==> config.mk <==
export PLATFORM = sky130hd
export DESIGN_NAME = buffer_occupancy_autotuner
export DESIGN_NICKNAME = d
export VERILOG_FILES = /design/src/rtl/boat_pkg.sv /design/src/rtl/boat_alu.sv /design/src/rtl/buffer_occupancy_autotuner.sv
export SDC_FILE = /design/constraint.sdc
export NUM_CORES = 2
export LEC_CHECK = 0
export BUFFER_PORTS_ARGS = -buffer_cell sky130_fd_sc_hd__buf_2
export CAP_MARGIN = 15
export CORE_ASPECT_RATIO = 1.75
export CORE_MARGIN = 3
export CORE_UTILIZATION = 60
export DETAILED_ROUTE_END_ITERATION = 10
export PLACE_DENSITY = 0.82
export SLEW_MARGIN = 30
export SYNTH_ARGS = -nofsm -noshare
export SYNTH_HDL_FRONTEND = slang
export SYNTH_SLANG_ARGS = --single-unit
==> constraint.sdc <==
create_clock -name aclk -period 29.1 [get_ports aclk]
set_input_delay 1.455 -clock aclk [delete_from_list [all_inputs] [get_ports aclk]]
set_output_delay 1.455 -clock aclk [all_outputs]
set_load 0.02 [all_outputs]
==> src/rtl/boat_pkg.sv <==
// Shared types, constants and codes of the buffer occupancy autotuner.
package boat_pkg;

    // Field widths of the request and result channels.
    localparam int OCC_W      = 16;
    localparam int CAP_W      = 16;
    localparam int WK_W       = 8;
    localparam int PCT_W      = 7;
    localparam int DEV_W      = 6;
    localparam int CFG_DATA_W = 16;
    localparam int CFG_IDX_W  = 3;

    // Default depth of the sample statistics.
    localparam int MAX_SAMPLES_DEF = 1023;

    // Decision thresholds, all in percent except the sample minimum.
    localparam int MIN_TUNE_SAMPLES = 10;
    localparam int STOP_MEAN        = 80;
    localparam int LOW_MEAN         = 30;
    localparam int DEV_LIMIT        = 20;
    localparam int PCT_FULL         = 100;

    // Register reset values.
    localparam logic [CAP_W-1:0] INIT_CAP_RST = 16'd64;
    localparam logic [CAP_W-1:0] MAX_CAP_RST  = 16'd1024;
    localparam logic [CAP_W-1:0] STEP_RST     = 16'd1;
    localparam logic [WK_W-1:0]  INIT_WK_RST  = 8'd1;
    localparam logic [WK_W-1:0]  MAX_WK_RST   = 8'd16;
    localparam logic             BUF_EN_RST   = 1'b1;
    localparam logic             WK_EN_RST    = 1'b1;

    // Request kinds.
    localparam logic KIND_SAMPLE = 1'b0;
    localparam logic KIND_TUNE   = 1'b1;

    typedef enum logic [CFG_IDX_W-1:0] {
        REG_INIT_CAP = 3'd0,
        REG_MAX_CAP  = 3'd1,
        REG_STEP     = 3'd2,
        REG_INIT_WK  = 3'd3,
        REG_MAX_WK   = 3'd4,
        REG_BUF_EN   = 3'd5,
        REG_WK_EN    = 3'd6
    } reg_index_t;

    typedef enum logic [2:0] {
        ACT_TAKEN    = 3'd0,
        ACT_DROPPED  = 3'd1,
        ACT_FEW      = 3'd2,
        ACT_STOPPED  = 3'd3,
        ACT_WK_UP    = 3'd4,
        ACT_WK_HELD  = 3'd5,
        ACT_BUF_UP   = 3'd6,
        ACT_BUF_HELD = 3'd7
    } action_t;

    typedef struct packed {
        logic             kind;
        logic [OCC_W-1:0] occupancy;
    } in_item_t;

    typedef struct packed {
        action_t          action;
        logic [PCT_W-1:0] mean_usage;
        logic [DEV_W-1:0] usage_deviation;
        logic [CAP_W-1:0] buffer_capacity;
        logic [WK_W-1:0]  worker_count;
        logic             buffer_tuning_on;
        logic             worker_tuning_on;
    } out_item_t;

    // Operations of the shared arithmetic unit.
    typedef enum logic [1:0] {
        ALU_MUL  = 2'd0,
        ALU_DIV  = 2'd1,
        ALU_SQRT = 2'd2
    } alu_op_t;

    typedef struct packed {
        logic    start;
        alu_op_t op;
    } alu_req_t;

    typedef struct packed {
        logic busy;
        logic done;
    } alu_rsp_t;

endpackage

==> src/rtl/boat_alu.sv <==
// Shared arithmetic unit: registered multiply, bit-serial divide and integer square root.
module boat_alu #(
    parameter int OPA_W = 34,
    parameter int MUL_W = 24,
    parameter int DVD_W = 23,
    parameter int DVS_W = 16,
    parameter int SQI_W = 34
) (
    input  logic                 aclk,
    input  logic                 aresetn,
    input  boat_pkg::alu_req_t   req,
    input  logic [OPA_W-1:0]     opa,
    input  logic [MUL_W-1:0]     opb,
    output boat_pkg::alu_rsp_t   rsp,
    output logic [OPA_W-1:0]     result
);

    localparam int RT_W   = SQI_W / 2;
    localparam int CMP_W  = (DVS_W + 1 > RT_W + 3) ? DVS_W + 1 : RT_W + 3;
    localparam int ITER_N = (DVD_W > RT_W) ? DVD_W : RT_W;
    localparam int ITER_W = $clog2(ITER_N + 1);

    logic                busy_reg;
    logic                done_reg;
    boat_pkg::alu_op_t   op_reg;
    logic [ITER_W-1:0]   cnt_reg;
    logic [CMP_W-1:0]    rem_reg;
    logic [OPA_W-1:0]    shf_reg;
    logic [RT_W-1:0]     root_reg;
    logic [DVS_W-1:0]    dvs_reg;
    logic [OPA_W-1:0]    mul_reg;

    logic [CMP_W-1:0]    cmp_x;
    logic [CMP_W-1:0]    cmp_y;
    logic [CMP_W-1:0]    diff;
    logic                ge;
    logic [2*MUL_W-1:0]  prod;

    assign prod = opa[MUL_W-1:0] * opb;

    // One compare and subtract serves both the divide and the root step.
    always_comb begin
        if (op_reg == boat_pkg::ALU_DIV) begin
            cmp_x = CMP_W'({rem_reg[DVS_W-1:0], shf_reg[DVD_W-1]});
            cmp_y = CMP_W'(dvs_reg);
        end else begin
            cmp_x = CMP_W'({rem_reg[RT_W:0], shf_reg[SQI_W-1 -: 2]});
            cmp_y = CMP_W'({root_reg, 2'b01});
        end
        ge   = (cmp_x >= cmp_y);
        diff = cmp_x - cmp_y;
    end

    always_ff @(posedge aclk) begin
        if (!aresetn) begin
            busy_reg <= 1'b0;
            done_reg <= 1'b0;
            op_reg   <= boat_pkg::ALU_MUL;
        end else begin
            done_reg <= 1'b0;
            if (req.start) begin
                op_reg <= req.op;
                case (req.op)
                    boat_pkg::ALU_MUL: begin
                        mul_reg  <= prod[OPA_W-1:0];
                        done_reg <= 1'b1;
                    end
                    boat_pkg::ALU_DIV: begin
                        shf_reg  <= OPA_W'(opa[DVD_W-1:0]);
                        dvs_reg  <= opb[DVS_W-1:0];
                        rem_reg  <= '0;
                        cnt_reg  <= ITER_W'(DVD_W);
                        busy_reg <= 1'b1;
                    end
                    boat_pkg::ALU_SQRT: begin
                        shf_reg  <= opa;
                        rem_reg  <= '0;
                        root_reg <= '0;
                        cnt_reg  <= ITER_W'(RT_W);
                        busy_reg <= 1'b1;
                    end
                    default: begin
                        done_reg <= 1'b1;
                    end
                endcase
            end else if (busy_reg) begin
                rem_reg <= ge ? diff : cmp_x;
                if (op_reg == boat_pkg::ALU_DIV) begin
                    shf_reg <= {shf_reg[OPA_W-2:0], ge};
                end else begin
                    shf_reg  <= {shf_reg[OPA_W-3:0], 2'b00};
                    root_reg <= {root_reg[RT_W-2:0], ge};
                end
                cnt_reg <= cnt_reg - ITER_W'(1);
                if (cnt_reg == ITER_W'(1)) begin
                    busy_reg <= 1'b0;
                    done_reg <= 1'b1;
                end
            end
        end
    end

    always_comb begin
        case (op_reg)
            boat_pkg::ALU_DIV:  result = OPA_W'(shf_reg[DVD_W-1:0]);
            boat_pkg::ALU_SQRT: result = OPA_W'(root_reg);
            default:            result = mul_reg;
        endcase
    end

    assign rsp.busy = busy_reg;
    assign rsp.done = done_reg;

endmodule

==> src/rtl/buffer_occupancy_autotuner.sv <==
// Top level of the buffer occupancy autotuner: sequencer, statistics and tuning decision.
//
// The block takes one request at a time and is not ready while it works on one. An
// occupancy sample has its usage percentage computed by a 23-step bit-serial divide in the
// shared arithmetic unit, followed by one multiply for its square. At zero working capacity
// the divide is skipped. A tune request with enough samples runs two multiplies, a square
// root of (CNT_W + 7) steps and two 23-step divides, all on the same shared unit, each with
// a launch state and a wait state, and then a decision state, where CNT_W is the width of
// the sample counter (10 at the default depth of 1023 samples). A dropped sample or a tune
// request with too few samples goes straight from acceptance to the output state. The
// result sits in an output register, so the next request is accepted as soon as the
// sequencer is back in its idle state, even while the previous result waits to be taken.
// Any configuration write to a known register reloads the working capacity, worker count and
// both growth enables from the registers; the collected statistics are kept.
module buffer_occupancy_autotuner #(
    parameter int MAX_SAMPLES = boat_pkg::MAX_SAMPLES_DEF
) (
    input  logic                                aclk,
    input  logic                                aresetn,

    input  logic                                s_valid,
    output logic                                s_ready,
    input  boat_pkg::in_item_t                  s_item,

    output logic                                m_valid,
    input  logic                                m_ready,
    output boat_pkg::out_item_t                 m_item,

    input  logic                                cfg_wr_en,
    input  logic [boat_pkg::CFG_IDX_W-1:0]      cfg_index,
    input  logic [boat_pkg::CFG_DATA_W-1:0]     cfg_wdata
);

    localparam int CAP_W = boat_pkg::CAP_W;
    localparam int WK_W  = boat_pkg::WK_W;
    localparam int PCT_W = boat_pkg::PCT_W;
    localparam int DEV_W = boat_pkg::DEV_W;

    // Statistics widths follow from the sample limit: each percentage is at most 100 (7 bits)
    // and its square at most 10000 (14 bits).
    localparam int CNT_W   = $clog2(MAX_SAMPLES + 1);
    localparam int SUM_W   = CNT_W + PCT_W;
    localparam int SQ_W    = CNT_W + 2 * PCT_W;
    localparam int VAR_W   = 2 * CNT_W + 2 * PCT_W;
    localparam int RT_W    = VAR_W / 2;
    localparam int OCCX_W  = boat_pkg::OCC_W + PCT_W;
    localparam int DVD_W   = (OCCX_W > RT_W) ? OCCX_W : RT_W;
    localparam int DVS_W   = (CAP_W > CNT_W) ? CAP_W : CNT_W;
    localparam int OPA_W   = (VAR_W > DVD_W) ? VAR_W : DVD_W;
    localparam int MUL_W   = SQ_W;

    // One-hot sequencer states.
    typedef enum logic [16:0] {
        ST_IDLE      = 17'h00001,
        ST_PCT_GO    = 17'h00002,
        ST_PCT_WAIT  = 17'h00004,
        ST_SQ_GO     = 17'h00008,
        ST_SQ_WAIT   = 17'h00010,
        ST_NSQ_GO    = 17'h00020,
        ST_NSQ_WAIT  = 17'h00040,
        ST_SS_GO     = 17'h00080,
        ST_SS_WAIT   = 17'h00100,
        ST_ROOT_GO   = 17'h00200,
        ST_ROOT_WAIT = 17'h00400,
        ST_DEV_GO    = 17'h00800,
        ST_DEV_WAIT  = 17'h01000,
        ST_MEAN_GO   = 17'h02000,
        ST_MEAN_WAIT = 17'h04000,
        ST_DECIDE    = 17'h08000,
        ST_OUT       = 17'h10000
    } state_t;

    state_t state_reg;
    state_t state_next;

    // Configuration registers and working values.
    logic [CAP_W-1:0] init_cap_reg, init_cap_next;
    logic [CAP_W-1:0] max_cap_reg,  max_cap_next;
    logic [CAP_W-1:0] step_reg,     step_next;
    logic [WK_W-1:0]  init_wk_reg,  init_wk_next;
    logic [WK_W-1:0]  max_wk_reg,   max_wk_next;
    logic             buf_en_reg,   buf_en_next;
    logic             wk_en_reg,    wk_en_next;
    logic             cfg_hit;

    logic [CAP_W-1:0] cap_reg;
    logic [WK_W-1:0]  wk_reg;
    logic             buf_on_reg;
    logic             wk_on_reg;

    // Running statistics.
    logic [CNT_W-1:0] cnt_reg;
    logic [SUM_W-1:0] sum_reg;
    logic [SQ_W-1:0]  sq_reg;

    // Per-request working registers.
    logic [boat_pkg::OCC_W-1:0] occ_reg;
    logic [PCT_W-1:0]           pct_reg;
    logic [VAR_W-1:0]           acc_reg;
    logic [PCT_W-1:0]           mean_reg;
    logic [DEV_W-1:0]           dev_reg;
    boat_pkg::action_t          act_reg;

    // Output register.
    logic                  m_valid_reg;
    boat_pkg::out_item_t   m_item_reg;

    // Shared arithmetic unit.
    boat_pkg::alu_req_t    alu_req;
    boat_pkg::alu_rsp_t    alu_rsp;
    logic [OPA_W-1:0]      alu_opa;
    logic [MUL_W-1:0]      alu_opb;
    logic [OPA_W-1:0]      alu_result;

    logic                  s_fire;
    logic                  out_load;
    logic                  cnt_full;
    logic                  cnt_few;
    logic [OCCX_W-1:0]     occ_x100;
    logic [VAR_W-1:0]      ss_val;

    // Tuning decision.
    boat_pkg::action_t     act_dec;
    logic [CAP_W-1:0]      cap_dec;
    logic [WK_W-1:0]       wk_dec;
    logic                  buf_on_dec;
    logic                  wk_on_dec;
    logic [CAP_W:0]        cap_sum;

    assign s_ready  = (state_reg == ST_IDLE);
    assign s_fire   = s_valid && s_ready;
    assign out_load = (state_reg == ST_OUT) && (!m_valid_reg || m_ready);
    assign cnt_full = (cnt_reg >= CNT_W'(MAX_SAMPLES));
    assign cnt_few  = (cnt_reg < CNT_W'(boat_pkg::MIN_TUNE_SAMPLES));
    assign occ_x100 = OCCX_W'(occ_reg) * OCCX_W'(boat_pkg::PCT_FULL);
    assign ss_val   = alu_result[VAR_W-1:0];

    assign m_valid = m_valid_reg;
    assign m_item  = m_item_reg;

    boat_alu #(
        .OPA_W (OPA_W),
        .MUL_W (MUL_W),
        .DVD_W (DVD_W),
        .DVS_W (DVS_W),
        .SQI_W (VAR_W)
    ) u_alu (
        .aclk    (aclk),
        .aresetn (aresetn),
        .req     (alu_req),
        .opa     (alu_opa),
        .opb     (alu_opb),
        .rsp     (alu_rsp),
        .result  (alu_result)
    );

    // Configuration decode. A write to an index past the list changes nothing.
    always_comb begin
        init_cap_next = init_cap_reg;
        max_cap_next  = max_cap_reg;
        step_next     = step_reg;
        init_wk_next  = init_wk_reg;
        max_wk_next   = max_wk_reg;
        buf_en_next   = buf_en_reg;
        wk_en_next    = wk_en_reg;
        cfg_hit       = 1'b0;
        if (cfg_wr_en) begin
            cfg_hit = 1'b1;
            case (cfg_index)
                boat_pkg::REG_INIT_CAP: init_cap_next = cfg_wdata[CAP_W-1:0];
                boat_pkg::REG_MAX_CAP:  max_cap_next  = cfg_wdata[CAP_W-1:0];
                boat_pkg::REG_STEP:     step_next     = cfg_wdata[CAP_W-1:0];
                boat_pkg::REG_INIT_WK:  init_wk_next  = cfg_wdata[WK_W-1:0];
                boat_pkg::REG_MAX_WK:   max_wk_next   = cfg_wdata[WK_W-1:0];
                boat_pkg::REG_BUF_EN:   buf_en_next   = cfg_wdata[0];
                boat_pkg::REG_WK_EN:    wk_en_next    = cfg_wdata[0];
                default:                cfg_hit       = 1'b0;
            endcase
        end
    end

    // Tuning decision from the registered mean and deviation.
    always_comb begin
        act_dec    = boat_pkg::ACT_STOPPED;
        cap_dec    = cap_reg;
        wk_dec     = wk_reg;
        buf_on_dec = buf_on_reg;
        wk_on_dec  = wk_on_reg;
        cap_sum    = {1'b0, cap_reg} + {1'b0, step_reg};
        if (mean_reg >= PCT_W'(boat_pkg::STOP_MEAN) && dev_reg <= DEV_W'(boat_pkg::DEV_LIMIT)) begin
            act_dec    = boat_pkg::ACT_STOPPED;
            buf_on_dec = 1'b0;
            wk_on_dec  = 1'b0;
        end else if (mean_reg <= PCT_W'(boat_pkg::LOW_MEAN)
                     || dev_reg <= DEV_W'(boat_pkg::DEV_LIMIT)) begin
            if (wk_on_reg && wk_reg < max_wk_reg) begin
                act_dec = boat_pkg::ACT_WK_UP;
                wk_dec  = wk_reg + WK_W'(1);
            end else begin
                act_dec = boat_pkg::ACT_WK_HELD;
            end
        end else begin
            if (buf_on_reg && cap_reg < max_cap_reg) begin
                act_dec = boat_pkg::ACT_BUF_UP;
                if (cap_sum > {1'b0, max_cap_reg}) begin
                    cap_dec = max_cap_reg;
                end else begin
                    cap_dec = cap_sum[CAP_W-1:0];
                end
            end else begin
                act_dec = boat_pkg::ACT_BUF_HELD;
            end
        end
    end

    // Sequencer. Each unit operation gets a launch state and a wait state.
    always_comb begin
        state_next = state_reg;
        case (state_reg)
            ST_IDLE: begin
                if (s_valid) begin
                    if (s_item.kind == boat_pkg::KIND_SAMPLE) begin
                        if (cnt_full) begin
                            state_next = ST_OUT;
                        end else if (cap_reg == '0) begin
                            state_next = ST_SQ_GO;
                        end else begin
                            state_next = ST_PCT_GO;
                        end
                    end else if (cnt_few) begin
                        state_next = ST_OUT;
                    end else begin
                        state_next = ST_NSQ_GO;
                    end
                end
            end
            ST_PCT_GO:    state_next = ST_PCT_WAIT;
            ST_PCT_WAIT:  if (alu_rsp.done) state_next = ST_SQ_GO;
            ST_SQ_GO:     state_next = ST_SQ_WAIT;
            ST_SQ_WAIT:   if (alu_rsp.done) state_next = ST_OUT;
            ST_NSQ_GO:    state_next = ST_NSQ_WAIT;
            ST_NSQ_WAIT:  if (alu_rsp.done) state_next = ST_SS_GO;
            ST_SS_GO:     state_next = ST_SS_WAIT;
            ST_SS_WAIT:   if (alu_rsp.done) state_next = ST_ROOT_GO;
            ST_ROOT_GO:   state_next = ST_ROOT_WAIT;
            ST_ROOT_WAIT: if (alu_rsp.done) state_next = ST_DEV_GO;
            ST_DEV_GO:    state_next = ST_DEV_WAIT;
            ST_DEV_WAIT:  if (alu_rsp.done) state_next = ST_MEAN_GO;
            ST_MEAN_GO:   state_next = ST_MEAN_WAIT;
            ST_MEAN_WAIT: if (alu_rsp.done) state_next = ST_DECIDE;
            ST_DECIDE:    state_next = ST_OUT;
            ST_OUT:       if (out_load) state_next = ST_IDLE;
            default:      state_next = ST_IDLE;
        endcase
    end

    // Operand selection for the shared unit.
    always_comb begin
        alu_req.start = 1'b0;
        alu_req.op    = boat_pkg::ALU_MUL;
        alu_opa       = '0;
        alu_opb       = '0;
        case (state_reg)
            ST_PCT_GO: begin
                alu_req.start = 1'b1;
                alu_req.op    = boat_pkg::ALU_DIV;
                alu_opa       = OPA_W'(occ_x100);
                alu_opb       = MUL_W'(cap_reg);
            end
            ST_SQ_GO: begin
                alu_req.start = 1'b1;
                alu_opa       = OPA_W'(pct_reg);
                alu_opb       = MUL_W'(pct_reg);
            end
            ST_NSQ_GO: begin
                alu_req.start = 1'b1;
                alu_opa       = OPA_W'(cnt_reg);
                alu_opb       = sq_reg;
            end
            ST_SS_GO: begin
                alu_req.start = 1'b1;
                alu_opa       = OPA_W'(sum_reg);
                alu_opb       = MUL_W'(sum_reg);
            end
            ST_ROOT_GO: begin
                alu_req.start = 1'b1;
                alu_req.op    = boat_pkg::ALU_SQRT;
                alu_opa       = OPA_W'(acc_reg);
            end
            ST_DEV_GO: begin
                alu_req.start = 1'b1;
                alu_req.op    = boat_pkg::ALU_DIV;
                alu_opa       = OPA_W'(acc_reg[RT_W-1:0]);
                alu_opb       = MUL_W'(cnt_reg);
            end
            ST_MEAN_GO: begin
                alu_req.start = 1'b1;
                alu_req.op    = boat_pkg::ALU_DIV;
                alu_opa       = OPA_W'(sum_reg);
                alu_opb       = MUL_W'(cnt_reg);
            end
            default: begin
                alu_req.start = 1'b0;
            end
        endcase
    end

    // Control state, configuration, working values and statistics.
    always_ff @(posedge aclk) begin
        if (!aresetn) begin
            state_reg    <= ST_IDLE;
            m_valid_reg  <= 1'b0;
            init_cap_reg <= boat_pkg::INIT_CAP_RST;
            max_cap_reg  <= boat_pkg::MAX_CAP_RST;
            step_reg     <= boat_pkg::STEP_RST;
            init_wk_reg  <= boat_pkg::INIT_WK_RST;
            max_wk_reg   <= boat_pkg::MAX_WK_RST;
            buf_en_reg   <= boat_pkg::BUF_EN_RST;
            wk_en_reg    <= boat_pkg::WK_EN_RST;
            cap_reg      <= boat_pkg::INIT_CAP_RST;
            wk_reg       <= boat_pkg::INIT_WK_RST;
            buf_on_reg   <= boat_pkg::BUF_EN_RST;
            wk_on_reg    <= boat_pkg::WK_EN_RST;
            cnt_reg      <= '0;
            sum_reg      <= '0;
            sq_reg       <= '0;
        end else begin
            state_reg <= state_next;

            if (out_load) begin
                m_valid_reg <= 1'b1;
            end else if (m_ready) begin
                m_valid_reg <= 1'b0;
            end

            if (cfg_hit) begin
                init_cap_reg <= init_cap_next;
                max_cap_reg  <= max_cap_next;
                step_reg     <= step_next;
                init_wk_reg  <= init_wk_next;
                max_wk_reg   <= max_wk_next;
                buf_en_reg   <= buf_en_next;
                wk_en_reg    <= wk_en_next;
                cap_reg      <= init_cap_next;
                wk_reg       <= init_wk_next;
                buf_on_reg   <= buf_en_next;
                wk_on_reg    <= wk_en_next;
            end else if (state_reg == ST_DECIDE) begin
                cap_reg    <= cap_dec;
                wk_reg     <= wk_dec;
                buf_on_reg <= buf_on_dec;
                wk_on_reg  <= wk_on_dec;
            end

            if (state_reg == ST_SQ_WAIT && alu_rsp.done) begin
                cnt_reg <= cnt_reg + CNT_W'(1);
                sum_reg <= sum_reg + SUM_W'(pct_reg);
                sq_reg  <= sq_reg + alu_result[SQ_W-1:0];
            end else if (state_reg == ST_DECIDE) begin
                cnt_reg <= '0;
                sum_reg <= '0;
                sq_reg  <= '0;
            end
        end
    end

    // Per-request datapath registers; none of them needs a reset.
    always_ff @(posedge aclk) begin
        if (s_fire) begin
            occ_reg  <= s_item.occupancy;
            mean_reg <= '0;
            dev_reg  <= '0;
            pct_reg  <= PCT_W'(boat_pkg::PCT_FULL);
            if (s_item.kind == boat_pkg::KIND_SAMPLE) begin
                act_reg <= cnt_full ? boat_pkg::ACT_DROPPED : boat_pkg::ACT_TAKEN;
            end else begin
                act_reg <= boat_pkg::ACT_FEW;
            end
        end

        if (alu_rsp.done) begin
            case (state_reg)
                ST_PCT_WAIT: begin
                    // Occupancy above capacity saturates at full usage.
                    if (alu_result > OPA_W'(boat_pkg::PCT_FULL)) begin
                        pct_reg <= PCT_W'(boat_pkg::PCT_FULL);
                    end else begin
                        pct_reg <= alu_result[PCT_W-1:0];
                    end
                end
                ST_NSQ_WAIT:  acc_reg  <= alu_result[VAR_W-1:0];
                ST_SS_WAIT:   acc_reg  <= (acc_reg > ss_val) ? acc_reg - ss_val : '0;
                ST_ROOT_WAIT: acc_reg  <= VAR_W'(alu_result[RT_W-1:0]);
                ST_DEV_WAIT:  dev_reg  <= alu_result[DEV_W-1:0];
                ST_MEAN_WAIT: mean_reg <= alu_result[PCT_W-1:0];
                default:      acc_reg  <= acc_reg;
            endcase
        end

        if (state_reg == ST_DECIDE) begin
            act_reg <= act_dec;
        end

        if (out_load) begin
            m_item_reg.action           <= act_reg;
            m_item_reg.mean_usage       <= mean_reg;
            m_item_reg.usage_deviation  <= dev_reg;
            m_item_reg.buffer_capacity  <= cap_reg;
            m_item_reg.worker_count     <= wk_reg;
            m_item_reg.buffer_tuning_on <= buf_on_reg;
            m_item_reg.worker_tuning_on <= wk_on_reg;
        end
    end

`ifndef SYNTH
    // The sequencer never launches an operation while the unit is still iterating.
    assert property (@(posedge aclk) disable iff (!aresetn)
        alu_req.start |-> !alu_rsp.busy)
        else $error("arithmetic unit started while busy");

    // The sample counter never passes the configured limit.
    assert property (@(posedge aclk) disable iff (!aresetn)
        cnt_reg <= CNT_W'(MAX_SAMPLES))
        else $error("sample counter beyond limit");

    // A saturated percentage is what enters the square and the sum.
    assert property (@(posedge aclk) disable iff (!aresetn)
        (state_reg == ST_SQ_GO) |-> (pct_reg <= PCT_W'(boat_pkg::PCT_FULL)))
        else $error("usage percentage above full");

    // A completed tune decision leaves the statistics cleared.
    assert property (@(posedge aclk) disable iff (!aresetn)
        ($rose(m_valid_reg) && m_item_reg.action != boat_pkg::ACT_TAKEN
         && m_item_reg.action != boat_pkg::ACT_DROPPED
         && m_item_reg.action != boat_pkg::ACT_FEW) |-> (cnt_reg == '0))
        else $error("statistics not cleared after tuning");

    // Buffer growth never goes past the configured maximum.
    assert property (@(posedge aclk) disable iff (!aresetn)
        ($rose(m_valid_reg) && m_item_reg.action == boat_pkg::ACT_BUF_UP)
        |-> (m_item_reg.buffer_capacity <= max_cap_reg))
        else $error("buffer capacity grown past maximum");
`endif

endmodule

After elaboration in Yosys (flattened, before gate mapping)
Cells that the tools add are included.
{"block": "classes", "n_addsub": 8, "multipliers": 2, "n_lt_le_gt_ge": 11, "n_eq_ne": 43, "mux": 97, "reduce_logical": 41}
{"operator": "2-to-1 mux 17 bit", "count": 18}
{"operator": "one-hot mux 17 bit (17 select lines)", "count": 1}
{"operator": "one-hot mux 34 bit (6 select lines)", "count": 1}
{"operator": "2-to-1 mux 34 bit", "count": 4}
{"operator": "one-hot mux 34 bit (2 select lines)", "count": 2}
{"operator": "2-to-1 mux 16 bit", "count": 8}
{"operator": "one-hot mux 24 bit (5 select lines)", "count": 1}
{"operator": "one-hot mux 34 bit (3 select lines)", "count": 1}
{"operator": "2-to-1 mux 18 bit", "count": 4}
{"operator": "2-to-1 mux 8 bit", "count": 7}
{"operator": "2-to-1 mux 7 bit", "count": 7}
{"operator": "2-to-1 mux 24 bit", "count": 2}
{"operator": "greater-than comparator 34 bit", "count": 1}
{"operator": "greater-than comparator 34 x 7 -> 1 bit, second input constant", "count": 1}
{"operator": "multiplier 24 x 24 -> 34 bit", "count": 1}
{"operator": "subtractor 34 bit", "count": 1}
{"operator": "adder 24 bit", "count": 1}
{"operator": "2-to-1 mux 1 bit", "count": 24}
{"operator": "multiplier 16 x 5 -> 21 bit, second input constant", "count": 1}
{"operator": "AND reduction 3 bit", "count": 7}
{"operator": "greater-or-equal comparator 20 x 19 -> 1 bit", "count": 1}
{"operator": "2-to-1 mux 10 bit", "count": 2}
{"operator": "2-to-1 mux 20 bit", "count": 1}
{"operator": "2-to-1 mux 19 bit", "count": 1}
{"operator": "61 further kinds", "count": 104}
{"block": "word_totals", "ff_bits": 404, "in_bits": 41, "output_inout_bits": 44}

Logic depth before layout (Yosys ltp)
{"block": "logic_depth", "word_depth": 8, "depth_mapped": 42, "ltp_nobuf": 41}

Cells and area by module
From an unflattened synthesis, not the netlist that was laid out.
{"block": "hier_totals", "cells_unflattened": 4401, "area_unflattened_um2": 39959.6}
{"module": "boat_alu", "n_inst": 1, "cells_per_inst": 2347, "area_each_um2": 22042.4, "seq_area_each_um2": 3803.6}
{"module": "buffer_occupancy_autotuner", "n_inst": 1, "cells_per_inst": 2054, "area_each_um2": 17917.2, "seq_area_each_um2": 6476.2}

Worst setup path before layout
OpenSTA, ideal clock, no wires.
{"block": "synth_timing", "path_kind": "register to register", "from": "register occ_reg[3] (netlist name)", "to": "register u_alu.mul_reg[33], data pin", "setup_time_ns": 0.269, "t_arrival_ns": 9.852, "required_ns": 28.831, "slack_ns": 18.979, "stages_incl_launch_ff": 39, "path_buffers": 1, "period_less_slack_ns": 10.121, "cell_sequence": "edfxtp_1 ha_1 ha_1 fa_1 ha_1 o21ai_0 a21oi_1 o21ba_2 o31ai_4 o21bai_1 a21oi_1 xor2_1 o21ai_0 clkbuf_1 nand2_1 fa_1 inv_1 fa_1 [... 3 more ...] inv_1 fa_1 fa_1 inv_1 fa_1 inv_1 ha_1 a21o_1 a21o_1 a21oi_1 a21oi_1 nor4_2 o21ai_2 o41ai_1 xnor2_1 xnor2_1 xnor2_1 xor3_1"}
{"block": "synth_via", "elab_chain_len": 3}
{"item": "start, declared", "line_no": "buffer_occupancy_autotuner.sv:97", "text": "logic [boat_pkg::OCC_W-1:0] occ_reg;"}
{"item": "start signal, assigned", "line_no": "buffer_occupancy_autotuner.sv:370", "text": "occ_reg <= s_item.occupancy;"}
{"item": "multiplier 16 x 5 -> 21 bit", "line_no": "buffer_occupancy_autotuner.sv:135", "text": "assign occ_x100 = OCCX_W'(occ_reg) * OCCX_W'(boat_pkg::PCT_FULL);"}
{"item": "one-hot mux 34 bit (6 select lines)", "line_no": "buffer_occupancy_autotuner.sv:263", "text": "case (state_reg)"}
{"item": "multiplier 24 x 24 -> 34 bit", "line_no": "boat_alu.sv:39", "text": "assign prod = opa[MUL_W-1:0] * opb;"}
{"item": "named net u_alu.prod[33]", "line_no": "boat_alu.sv:37", "text": "logic [2*MUL_W-1:0] prod;"}
{"item": "end signal, assigned", "line_no": "boat_alu.sv:65", "text": "mul_reg <= prod[OPA_W-1:0];"}
{"item": "end, declared", "line_no": "boat_alu.sv:31", "text": "logic [OPA_W-1:0] mul_reg;"}
The timed path passes the listed nets, and every way through them passes these cells.
A chain may end at the register's enable or synchronous reset.

Worst setup path after layout
{"block": "layout_timing", "from": "register state_reg[0]", "to": "register u_alu.mul_reg[33], data pin"}
{"block": "layout_via", "elab_chain_len": 4}
{"item": "start, declared", "line_no": "buffer_occupancy_autotuner.sv:73", "text": "state_t state_reg;"}
{"item": "start signal, assigned", "line_no": "buffer_occupancy_autotuner.sv:328", "text": "state_reg <= state_next;"}
{"item": "== test 17 x 14 -> 1 bit, or another cell as far along", "line_no": "buffer_occupancy_autotuner.sv:263"}
{"item": "OR reduction 2 bit (no source line)"}
{"item": "one-hot mux 34 bit (6 select lines) / one-hot mux 24 bit (5 select lines) (equally long branches)", "line_no": "buffer_occupancy_autotuner.sv:263"}
{"item": "multiplier 24 x 24 -> 34 bit *", "line_no": "boat_alu.sv:39"}
{"item": "named net u_alu.prod[33]", "line_no": "boat_alu.sv:37"}
Mark *: on every way through the listed nets, which the timed path passes. The rest lies on a longest branch.

==> impl_results.rst <==
.. list-table::
   :header-rows: 1

   * - Metric
     - Value
   * - Status
     - completed
   * - Post-synthesis cell type with the largest combined area
     - fa_1
   * - Final Power
     - 0.00159 W
   * - Number of enable-type register cells in the synthesized netlist
     - 219
   * - I/O pin count
     - 85
   * - CTS Hold Bufs
     - 0
   * - Clock Skews
     - 0.0293 ns
   * - End of the worst register-to-register path
     - u_alu.mul_reg[33]
   * - Worst setup slack after layout
     - 17.22 ns
   * - Largest register FFs
     - 42
   * - Post-CTS resize count
     - 0
   * - Fraction of layout instances using a drive strength above 1
     - 0.0697
   * - Number of buffers created by CTS
     - 38
   * - Required time at the worst-slack endpoint
     - 29.40 ns
   * - Max clock buf depth
     - 3
   * - Mapped Cells
     - 4195
   * - Overall overflow remaining after global route
     - 0
   * - Final Instance Area
     - 0.0413 mm²
   * - Routed vias
     - 32.5k
   * - Depth of the worst register-to-register path
     - 31
   * - CP Class
     - reg -> reg
   * - Power per cell area
     - 38.5 mW/mm²
   * - Fraction of the mapped netlist area in compound gates
     - 0.129
   * - Share of the synthesized area in the top cell type
     - 0.213
   * - Worst slack, placed
     - 17.58 ns
   * - Synth-to-Final Area Change
     - 7.21%
   * - Number of setup buffers added after CTS
     - 0
   * - Slew Limit Headroom
     - 0.324
   * - Slew at the pin closest to its max-slew limit
     - 1.01 ns
   * - Longest individual stage delay on the worst path
     - 0.84 ns
   * - Simple logic cell fraction of the synthesized area
     - 0.148
   * - Fraction of the cycle the final worst path needs
     - 0.408
   * - CTS H-tree lvls
     - 2
   * - Top post-synthesis cells by area
     - fa_1, edfxtp_1, ha_1, dfxtp_1, inv_1
   * - Most instantiated flip-flop cell in the synthesis netlist
     - edfxtp_1
   * - Leading cell types by count after synthesis
     - inv_1, nand2_1, fa_1
   * - Worst-case vdd ir drop
     - 43.4 µV
   * - Area enclosed by the die boundary
     - 0.0675 mm²
   * - Arrival time of data at the critical path endpoint
     - 12.18 ns
   * - Net total in the final layout
     - 4990
   * - Synth Area per Inst
     - 9.19 µm²
   * - Clock Tree Root
     - clkbuf_16
   * - Hold path cells
     - 0
   * - Final Hold Violating Endpoints
     - 0
   * - Number of library cell types mapped by synthesis
     - 96
   * - Sort of element at the start of the critical path
     - flip-flop
   * - Total DRC errors in the routed layout
     - 0
   * - Placed Instances
     - 4994
   * - Reg2Reg Launch Point
     - state_reg[0]
   * - Max Cap Viol
     - 0
   * - Adder-cell share of the synthesized area
     - 0.313
   * - Worst path slowest cell
     - nand2_1
   * - Count of routing violations after the opening detailed-route iteration
     - 2967
   * - Site Rows
     - 122
   * - Post-detailed-placement half-perimeter wirelength
     - 96.3 mm
   * - First-pass GRT wire length
     - 195 mm
   * - Critical Path Most Common Cell
     - fa_1
   * - GRT Total Usage
     - 0.389
   * - Via count of the first global-routing pass
     - 33.2k
   * - TNS Setup
     - 0 ns
   * - Fraction of the yosys area taken by sequential cells
     - 0.267
   * - Critical Path Sink Type
     - flip-flop
   * - Main combinational cell family by area after synthesis
     - adder cells
   * - Netlist area before placement
     - 0.0386 mm²
   * - Multiplexer share of the synthesized area
     - 0.0299
   * - Cell with the most instances after synthesis
     - inv_1
   * - Horiz. Die Dim
     - 198 µm
   * - Yosys Warn Count
     - 0
   * - Clock-pin slew of the registers on the worst-case setup and hold paths
     - 0.07 ns
   * - Number of antenna violations at the first check in global routing
     - 8
   * - Hold crit path type
     - reg -> reg
   * - Final setup violating endpoints
     - 0
   * - Final Non-Filler Cells
     - 5070
   * - Final Wtd Congestion
     - 1.12
   * - Maximum clock frequency
     - 0.0842 GHz
   * - 1st-pass router iterations
     - 8
   * - CP Max Fanout
     - 23
   * - Port buffer count
     - 84
   * - Largest net degree at the start of global routing
     - 85
   * - CTS Sinks
     - 404
   * - Routed WL
     - 129 mm
   * - Hold_sp
     - act_reg[2]
   * - CTS tree
     - done
   * - Post-place instance area
     - 0.0400 mm²
   * - Area of the core region
     - 0.0635 mm²
   * - Post-detailed-route wirelength per cell
     - 25.4 µm
   * - Number of register bits inferred by synthesis
     - 404
   * - Die extent in y
     - 341 µm
   * - Post-synthesis xor/xnor area fraction
     - 0.0356
   * - Post-DRT Antenna Nets
     - 0
   * - Hold endpoint
     - m_item[41]
   * - Time the final worst path needs with I/O delays and setup
     - 11.88 ns
   * - Ratio of routed vias to standard cells
     - 6.41
   * - Count of final max-slew check failures
     - 0
   * - Async set or reset register ratio after synthesis
     - 0
   * - Insertion delay of the later-clocked pin in the worst-skew pair
     - 0.57 ns
   * - Register-to-register setup slack
     - 17.22 ns
   * - Static power due to leakage
     - 18.0 nW
   * - RSZ-0062 raised after global routing
     - false
   * - Starting density of the core
     - 0.607
==> metal layers <==
metal | track usage | part of all wire | up-vias
li1 | - | - | 14000
met2 | 0.654 | 0.48 | 2010
met5 | 0 | 0.00011 | -
met1 | 0.381 | 0.30 | 15600
met4 | 0.385 | 0.14 | 2
met3 | 0.0932 | 0.089 | 825
==> critical path: cells and delay by family, from the launching register on <==
| kind | cells | cell delay [ns] |
|---|---|---|
| compound gates | 4 | 0.84 |
| xor+xnor | 4 | 0.91 |
| fa+ha+maj | 8 | 4.35 |
| buf+inv | 4 | 0.74 |
| flops | 1 | 0.36 |
| simple gates | 11 | 4.38 |
==> layout by cell type, fill, tap and decap left out, types with 81 or more instances in the layout <==
master,count
inv_1,600
nand2_1,561
fa_1,410
ha_1,308
nor2_1,302
a21oi_1,224
edfxtp_1,219
dfxtp_1,185
o21ai_0,122
nand3_1,99
xnor2_1,99
mux2i_1,86
buf_2,84
a21o_1,81
==> worst max-delay path by stage <==
stage                  from                 to  slack (ns)
4_1_cts        state_reg[0]  u_alu.mul_reg[33]       17.48
3_3_place_gp   state_reg[0]  u_alu.mul_reg[33]       17.84
2_1_floorplan    occ_reg[3]  u_alu.mul_reg[33]       18.98
3_5_place_dp   state_reg[0]  u_alu.mul_reg[33]       17.58
5_1_grt        state_reg[0]  u_alu.mul_reg[33]       16.58
6_report       state_reg[0]  u_alu.mul_reg[33]       17.22
==> through the flow <==
stage	hold slack (ns)	util
floorplan	0.400	-
global placement	0.402	0.628
detailed placement	0.405	0.629
CTS	0.422	0.650
global route	0.430	0.651
finish	0.423	0.651
==> where the power goes <==
part	switching [W]	internal [W]	leakage, nW
clock network	0.000240	0.000299	0.632
logic	0.000267	0.000156	13.9
registers	0.0000121	0.000616	3.51
==> final cells by class <==
| cell class | count | area (µm²) |
|---|---|---|
| Antenna cell | 4 | 10.0 |
| Sequential cell | 404 | 10300 |
| Fill cell | 4954 | 22200 |
| Timing Repair Buffer | 141 | 900 |
| Inverter | 605 | 2270 |
| Clock buffer | 47 | 1070 |
| Multi-Input combinational cell | 3040 | 25600 |
| Tap cell | 806 | 1010 |
| Clock inverter | 23 | 230 |
==> logic make-up after synthesis <==
family          Yosys count
fa+ha+maj               719
compound gates          759
other cells               2
mux                     112
simple gates           1264
buf+inv                 780
xor+xnor                155
flops                   404
(Power assumes the default switching activity.)
